[src/hw/rtl/lipa_pkg.sv]
// ----------------------------------------------------------------------------
// lipa_pkg
// Shared types, codes and widths of the LIFO index pool allocator.
// ----------------------------------------------------------------------------
package lipa_pkg;

	localparam int unsigned POOL_ENTRIES_DEF = 1024;

	localparam int unsigned RELEASE_W = 16;
	localparam int unsigned STATUS_W  = 2;
	localparam int unsigned GRANT_W   = 10;
	localparam int unsigned COUNT_W   = 11;

	// s_axis_tdata: release_index, padded to whole bytes
	localparam int unsigned S_TDATA_W = ((RELEASE_W + 7) / 8) * 8;
	// m_axis_tdata: granted_index, in_use, peak_in_use
	localparam int unsigned M_TDATA_W = ((GRANT_W + 2 * COUNT_W + 7) / 8) * 8;

	typedef enum logic {
		FUNC_ALLOC   = 1'b0,
		FUNC_RELEASE = 1'b1
	} func_t;

	typedef enum logic [STATUS_W-1:0] {
		ST_GRANTED   = 2'd0,
		ST_EXHAUSTED = 2'd1,
		ST_RELEASED  = 2'd2,
		ST_IGNORED   = 2'd3
	} status_t;

endpackage

[src/hw/rtl/lipa_ram.sv]
// ----------------------------------------------------------------------------
// lipa_ram
// Single-port-write, single-port-read synchronous RAM, registered read data.
// ----------------------------------------------------------------------------
module lipa_ram
	import lipa_pkg::*;
#(
	parameter int unsigned DEPTH  = POOL_ENTRIES_DEF,
	parameter int unsigned WIDTH  = 1,
	localparam int unsigned ADDR_W = $clog2(DEPTH)
) (
	input  logic              clk,
	input  logic              rd_en,
	input  logic [ADDR_W-1:0] rd_addr,
	output logic [WIDTH-1:0]  rd_data,
	input  logic              wr_en,
	input  logic [ADDR_W-1:0] wr_addr,
	input  logic [WIDTH-1:0]  wr_data
);

	logic [WIDTH-1:0] mem [DEPTH];
	logic [WIDTH-1:0] rd_data_q;

	always_ff @(posedge clk) begin
		if (wr_en) begin
			mem[wr_addr] <= wr_data;
		end
	end

	always_ff @(posedge clk) begin
		if (rd_en) begin
			rd_data_q <= mem[rd_addr];
		end
	end

	assign rd_data = rd_data_q;

endmodule

[config.mk]
export PLATFORM = sky130hd
export DESIGN_NAME = lipa_ram
export DESIGN_NICKNAME = d
export VERILOG_FILES = /design/src/hw/rtl/lipa_pkg.sv /design/src/hw/rtl/lipa_ram.sv
export SDC_FILE = /design/constraint.sdc
export NUM_CORES = 1
export LEC_CHECK = 0
export ABC_CLOCK_PERIOD_IN_PS = 3800
export BUFFER_PORTS_ARGS = -buffer_cell sky130_fd_sc_hd__buf_4
export CELL_PAD_IN_SITES_DETAIL_PLACEMENT = 0
export CELL_PAD_IN_SITES_GLOBAL_PLACEMENT = 2
export CORE_AREA = 2 2 322 356
export DETAILED_ROUTE_END_ITERATION = 10
export DIE_AREA = 0 0 324 358
export PLACE_DENSITY = 0.79
export SETUP_SLACK_MARGIN = 0.15
export SYNTH_ARGS = -nofsm -noshare
export SYNTH_HDL_FRONTEND = slang
export SYNTH_SLANG_ARGS = --single-unit
[constraint.sdc]
create_clock -name clk -period 3.8 [get_ports clk]
set_input_delay 0.19 -clock clk [delete_from_list [all_inputs] [get_ports clk]]
set_output_delay 0.19 -clock clk [all_outputs]
set_load 0.005 [all_outputs]
==> results of run 1 <==
-- tightest hold or removal path, stage by stage --
cell and delay, ns:
sky130_fd_sc_hd__buf_4 0.15, sky130_fd_sc_hd__nand3_1 0.13, sky130_fd_sc_hd__nor3_1 0.07
-- sequential cells by signal (all words and copies together) (netlist names) --
signal	cells
rd_data	1
mem	1024
-- placed cells by master, fill, tap and decap left out, drive strengths merged, types with 4 or more instances in the layout --
cell / n
bufinv: 11
a22o: 4
mux2i: 123
nor4: 5
buf: 185
nand4: 10
nor2b: 11
nand2b: 8
o22ai: 28
a21oi: 37
and2: 6
o21ai: 13
nor3b: 8
nand3: 37
clkbuf: 119
edfxtp: 1025
a211oi: 4
mux4: 214
clkinv: 42
a22oi: 17
a2111oi: 6
o221ai: 49
nand2: 86
nor3: 37
a31oi: 4
nor2: 1036
and3: 4
dlygate4sd3: 5
clkinvlp: 4
inv: 10
-- routing by layer --
metal	vias to the layer above	wire length, µm	GRT usage
met3	258	10600	0.0382
li1	11500	-	-
met1	14200	50800	0.294
met2	1232	67400	0.398
met4	2	5180	0.0900
met5	-	13	0
-- cell type report --
type / instances / area, µm² / share of cell area
clock buffers: 119 / 2640 / 0.0525
clock inverters: 61 / 609 / 0.0121
repair buffers: 190 / 1740 / 0.0346
inverters: 6 / 22.5 / 0.000448
well taps: 1506 / 1880 / 0.0375
flip-flops and latches: 1025 / 30800 / 0.613
multi-input cells: 1778 / 12600 / 0.250
diodes: 1 / 2.50 / 0.0000498
-- worst paths after layout --
path	from	endpoint	slack [ns]	cells after the start
setup / recovery	mem[27]	rd_data	0.95	8
hold / removal	wr_addr[2]	mem[831]	0.06	3
setup reg to reg	mem[27]	rd_data	0.95	8
hold reg to reg	mem[928]	rd_data	1.32	7
-- through the flow --
stage	utilization	hold slack (ns)
6_report	0.448	0.0587
3_5_place_dp	0.419	0.446
3_3_place_gp	0.419	0.443
5_1_grt	0.448	0.0430
2_1_floorplan	-	0.289
4_1_cts	0.448	0.0127
-- kinds of logic after synthesis --
kind of cell    synth area share
mux                        0.137
compound gates            0.0283
buf+inv                   0.0330
flops                      0.689
simple gates               0.112
-- power by group through the flow --
stage | Sequential, µW | Combinational, µW | Clock [µW]
after global placement | 12700 | 1300 | 0
after global routing | 12400 | 1400 | 10500
after floorplan | 12700 | 720 | 0
after CTS | 12400 | 1330 | 10100
after detailed placement | 12700 | 1320 | 0
final | 12400 | 1330 | 9960
==> insert_results.sql, run 1 <==
INSERT INTO impl_metrics (metric_group, metric, value, unit) VALUES
('run_status', 'outcome', 'completed', ''),
('place', 'numPlacedInstances', '4500', ''),
('clock_tree', 'worstSkewPairLatency', '0.68', 'ns'),
('power', 'share_clk_of_total_power', '0.420', ''),
('critical_path', 'cp_cell_sequence', 'mux4_2 -> a22o_1 -> a221oi_1 -> o21ai_0 -> nor3_1 -> a311oi_1 -> nor4_1 -> o2111ai_1', ''),
('layout', 'filler_cell_count', '9922', ''),
('drt', 'drt-vias-per-instance', '5.81', ''),
('layout', 'nNetsFinal', '3125', ''),
('sta', 'grt_setup_unrepaired', 'false', ''),
('sta', 'timing_max_transition_violations_final', '0', ''),
('sta', 'setup-tns-final', '0', 'ns'),
('place', 'dp_slack', '0.282', 'ns'),
('sta', 'post-route-min-period', '2.85', 'ns'),
('synthesis', 'postSynthRegisterBits', '1025', ''),
('drt', 'avgRoutedWirePerCell', '28.6', 'µm'),
('critical_path', 'cp_num_buf_inv', '0', ''),
('clock_tree', 'clock_tree_from_tritoncts', 'yes', ''),
('synthesis', 'yosys_warnings', '0', ''),
('grt', 'track_usage', '0.232', ''),
('synthesis', 'edff_count_synth', '1025', ''),
('power', 'switching_share', '0.217', ''),
('synthesis', 'synth_ff_type', 'sky130_fd_sc_hd__edfxtp_1', ''),
('place', 'place.detailed.hpwl', '75700', 'µm'),
('place', 'gp_congestion', '0.810', ''),
('clock_tree', 'ctsRootBufferMaster', 'sky130_fd_sc_hd__clkbuf_16', ''),
('clock_tree', 'cts-root-to-sink-buffers', '3', ''),
('power', 'power_leakage', '0.0150', 'µW'),
('sta', 'final_period_utilization', '0.749', ''),
('clock_tree', 'cts.reportedPaths.clkPinSlew', '0.07', 'ns'),
('critical_path', 'timing.critical_path.slowest_stage_cell', 'sky130_fd_sc_hd__nor3_1', ''),
('power', 'power.share.sequential', '0.524', ''),
('synthesis', 'synth.lib_cells_used.distinct', '55', ''),
('sta', 'report.final.setup_viol', '0', ''),
('clock_tree', 'numCtsBuffers', '100', ''),
('layout', 'final_layout_size_suffix_gt1_frac', '0.180', ''),
('synthesis', 'postSynth.asyncResetShare', '0', ''),
('floorplanning', 'die_width', '324', 'µm'),
('critical_path', 'critical_path_peak_fanout', '2', ''),
('floorplanning', 'floorplan.core_area', '112000', 'µm²'),
('place', 'portBuffers', '24', ''),
('floorplanning', 'die_height', '358', 'µm'),
('critical_path', 'critical_path.endpoint_type', 'flip-flop', ''),
('power', 'power-per-cell-area', '472', 'nW/µm²'),
('sta', 'setup_ws', '0.954', 'ns'),
('critical_path', 'critPathRequiredTime', '4.21', 'ns'),
('synthesis', 'synth_area_leader_cell', 'sky130_fd_sc_hd__edfxtp_1', ''),
('drt', 'initial_drt_markers', '3475', ''),
('synthesis', 'yosys-top-cells-count', 'sky130_fd_sc_hd__nor2_1 (1,036), sky130_fd_sc_hd__edfxtp_1 (1,025), sky130_fd_sc_hd__mux4_2 (200)', ''),
('drt', 'drt-pass1-iter-count', '5', ''),
('clock_tree', 'post_cts_resize_count', '0', ''),
('power', 'worst_ir_drop_on_vdd', '0.000365', 'V'),
('power', 'share_comb_of_total_power', '0.056', ''),
('layout', 'number_of_cells_in_the_finished_layout_apart_from_fillers', '4686', ''),
('sta', 'max_slew.worst_pin.slew', '1.21', 'ns'),
('synthesis', 'syn-cell-area', '44700', 'µm²'),
('clock_tree', 'cts_htree_levels', '3', ''),
('drt', 'detail_route.drc_violations', '0', ''),
('drt', 'ant_nets', '0', ''),
('critical_path', 'worst_setup_path_start_kind', 'flip-flop', ''),
('power', 'post-layout-total-power', '23700', 'µW'),
('grt', 'grt_max_degree', '173', ''),
('drt', 'via_count', '27200', ''),
('clock_tree', 'cts_hold_buffers', '5', ''),
('synthesis', 'synth-seq-area-share', '0.689', ''),
('layout', 'layout.cell_area.non_filler', '50200', 'µm²'),
('layout', 'area_growth_syn_to_layout', '12.5', '%'),
('critical_path', 'cp_slowest_stage_delay', '0.52', 'ns'),
('grt', 'gr-total-overflow', '0', ''),
('floorplanning', 'num_io_pins', '25', ''),
('clock_tree', 'post-cts-setup-buffer-count', '0', ''),
('grt', 'antenna_found_initial', '3', '');
(Power assumes the default switching activity.)
==> run 2: changes to the inputs <==
Settings changed: ABC_CLOCK_PERIOD_IN_PS 3800 to 2400, PLACE_DENSITY 0.79 to 0.82.
Clock period 3.8 ns to 2.4 ns, I/O delays scaled along.
==> run 2 against run 1 <==
Non-clock buffer count up 123. Critical path depth up 1. Critical path type unchanged. Via count up 0.67%. Total power up 57%. Highest routed layer unchanged. The run now ends with setup timing left. Sequential share of layout area down 1.4 points. Utilization up 1.1 points. Register-to-register slack worse by 1.2 ns. Critical endpoint unchanged. Largest cell class unchanged. Die area unchanged.
==> insert_results.sql, run 2 (same netlist as run 1, synthesis figures left out) <==
INSERT INTO impl_metrics (metric_group, metric, value, unit) VALUES
('critical_path', 'worstReg2RegStart', 'mem[259]', ''),
('clock_tree', 'worstSkewPairLatency', '0.68', 'ns'),
('layout', 'area_growth_syn_to_layout', '15.2', '%'),
('worst_hold_path', 'min_to', 'mem[822]', ''),
('sta', 'relSlewSlack', '0.417', ''),
('run_status', 'outcome', 'complete, but fails checks', ''),
('clock_tree', 'cts_htree_levels', '3', ''),
('grt', 'antenna_found_initial', '5', ''),
('place', 'portBuffers', '24', ''),
('place', 'gp_congestion', '0.789', ''),
('sta', 'finalClockSkew', '0.0249', 'ns'),
('layout', 'max_ffs_per_register', '1024', ''),
('critical_path', 'critical_path_peak_fanout', '2', ''),
('clock_tree', 'cts.reportedPaths.clkPinSlew', '0.07', 'ns'),
('clock_tree', 'cts-root-to-sink-buffers', '3', ''),
('drt', 'drt-vias-per-instance', '5.70', ''),
('sta', 'report.final.setup_viol', '1', ''),
('critical_path', 'crit_arrival', '3.06', 'ns'),
('layout', 'mostFrequentLayoutCell', 'sky130_fd_sc_hd__nor2_1', ''),
('sta', 'hold_viol_final', '0', ''),
('floorplanning', 'die_width', '324', 'µm'),
('job', 'max_cap_violations', '0', ''),
('layout', 'postLayoutCoreUtil', '0.459', ''),
('worst_hold_path', 'hold_path_depth', '4', ''),
('layout', 'final_layout_size_suffix_gt1_frac', '0.212', ''),
('worst_hold_path', 'holdCritStartpoint', 'wr_addr[6]', ''),
('drt', 'route.final.wire_length', '130000', 'µm'),
('drt', 'detailroute.wirelength.met3', '9600', 'µm'),
('critical_path', 'regToRegEndpoint', 'rd_data', ''),
('sta', 'setup_ws', '-0.238', 'ns'),
('grt', 'track_usage', '0.226', ''),
('drt', 'ant_nets', '0', ''),
('drt', 'm1WireLength', '51000', 'µm'),
('power', 'power_leakage', '0.0156', 'µW'),
('floorplanning', 'die_area', '116000', 'µm²'),
('layout', 'layout.cell_area.non_filler', '51400', 'µm²'),
('sta', 'max_slew.worst_pin.slew', '0.874', 'ns'),
('place', 'postPlaceCellArea', '48100', 'µm²'),
('drt', 'avgRoutedWirePerCell', '27.1', 'µm'),
('grt', 'gr-total-overflow', '0', ''),
('drt', 'drt-pass1-iter-count', '5', ''),
('floorplanning', 'num_io_pins', '25', ''),
('drt', 'highest_layer', 'met5', ''),
('floorplanning', 'start_util', '0.398', ''),
('floorplanning', 'floorplan.core_area', '112000', 'µm²'),
('grt', 'first_global_vias', '26700', ''),
('grt', 'global_route_wire_length_before_repair', '188000', 'µm'),
('sta', 'max_freq', '379', 'MHz'),
('drt', 'via_count', '27400', ''),
('critical_path', 'worstRegToRegCells', '9', ''),
('drt', 'dr_wl_met2', '65900', 'µm'),
('grt', 'grt_max_degree', '142', ''),
('power', 'worst_ir_drop_on_vdd', '0.000556', 'V'),
('layout', 'nNetsFinal', '3247', ''),
('place', 'place.detailed.hpwl', '72700', 'µm'),
('worst_hold_path', 'class_of_the_tightest_hold_or_removal_check', 'primary input to flip-flop', ''),
('critical_path', 'critPathRequiredTime', '2.82', 'ns'),
('critical_path', 'r2r_setup_slack', '-0.24', 'ns'),
('run_status', 'violations', 'setup timing', ''),
('clock_tree', 'numCtsBuffers', '99', ''),
('layout', 'most_used_cells_in_the_layout_excluding_fill_and_tap_cells', 'sky130_fd_sc_hd__nor2_1 (1,035), sky130_fd_sc_hd__edfxtp_1 (1,025), sky130_fd_sc_hd__buf_4 (251), sky130_fd_sc_hd__mux4_2 (204), sky130_fd_sc_hd__mux2i_1 (122)', ''),
('clock_tree', 'clock-sinks', '1025', ''),
('clock_tree', 'ctsRootBufferMaster', 'sky130_fd_sc_hd__clkbuf_16', ''),
('floorplanning', 'die_height', '358', 'µm'),
('sta', 'final_period_utilization', '1.10', ''),
('sta', 'post-route-min-period', '2.64', 'ns'),
('power', 'power-per-cell-area', '723', 'nW/µm²'),
('critical_path', 'timing.setup.critical_path_class', 'flip-flop to flip-flop', ''),
('critical_path', 'critical_path.endpoint_type', 'flip-flop', ''),
('drt', 'initial_drt_markers', '3416', ''),
('sta', 'grt_setup_unrepaired', 'true', ''),
('clock_tree', 'post-cts-setup-buffer-count', '0', ''),
('floorplanning', 'rows', '129', ''),
('critical_path', 'worst_setup_path_start_kind', 'flip-flop', ''),
('drt', 'detail_route.drc_violations', '0', ''),
('clock_tree', 'clock_tree_from_tritoncts', 'yes', ''),
('layout', 'max_flop_register', 'mem', ''),
('sta', 'timing_max_transition_violations_final', '0', '');
[run 2: power breakdown]
part	internal, µW	leakage (µW)	total [µW]	switching [µW]
registers	19700	0.00921	19700	7.49
clock network	8420	0.00150	15200	6760
logic	912	0.00493	2320	1410
total	29000	0.0156	37200	8170
[run 2: worst max-delay path, cell delays in order, from the launching register on]
cell,delay (ns)
sky130_fd_sc_hd__edfxtp_1,0.39
sky130_fd_sc_hd__mux4_2,0.48
sky130_fd_sc_hd__mux4_2,0.48
sky130_fd_sc_hd__mux2i_2,0.23
sky130_fd_sc_hd__o21ai_1,0.12
sky130_fd_sc_hd__nor2_1,0.15
sky130_fd_sc_hd__nor3_2,0.08
sky130_fd_sc_hd__buf_4,0.14
sky130_fd_sc_hd__a32oi_1,0.17
sky130_fd_sc_hd__o2111ai_1,0.12
[run 2: how the worst max path moves through the flow]
stage                from  endpoint  slack [ns]  depth (start not counted)
4_1_cts          mem[779]   rd_data       -0.26                          7
5_1_grt          mem[438]   rd_data       -0.31                          8
3_3_place_gp   rd_addr[0]   rd_data       -0.73                         10
6_report         mem[259]   rd_data       -0.24                          9
3_5_place_dp   rd_addr[0]   rd_data       -0.71                         10
2_1_floorplan  rd_addr[0]   rd_data       -0.03                         12
[run 2: routing by layer]
layer | global-route usage | vias up
li1 | - | 11700
met1 | 0.297 | 14400
met2 | 0.389 | 1060
met3 | 0.0329 | 224
met4 | 0.0684 | 6
met5 | 0 | -
[run 2: final cells by class]
cell class / instances / area (µm²)
fill: 9924 / 60700
sequential: 1025 / 30800
multi-input combinational: 1778 / 12700
timing repair buffer: 313 / 3010
clock buffer: 119 / 2590
tap: 1506 / 1880
clock inverter: 57 / 484
inverter: 6 / 22.5
antenna: 2 / 5.00
[run 2: timing repair]
action                     4_1_cts  5_1_grt
setup endpoints to repair        1        2
hold endpoints to repair        65        0
gates resized for setup          3       24
pin swaps                        4       10
hold buffers                    10        0
[run 2: stage by stage]
step                TNS [ns]  std cells  power [µW]  hold slack (ns)  setup WS [ns]
finish                -0.238       4806       37200           0.0733         -0.238
global route          -0.313       4804       38100           0.0801         -0.313
CTS                   -0.258       4804       37400            0.144         -0.258
detailed placement    -0.706       4618       22400            0.328         -0.706
global placement      -0.733       4618       22300            0.331         -0.733
floorplan            -0.0289       3112       21200            0.219        -0.0289
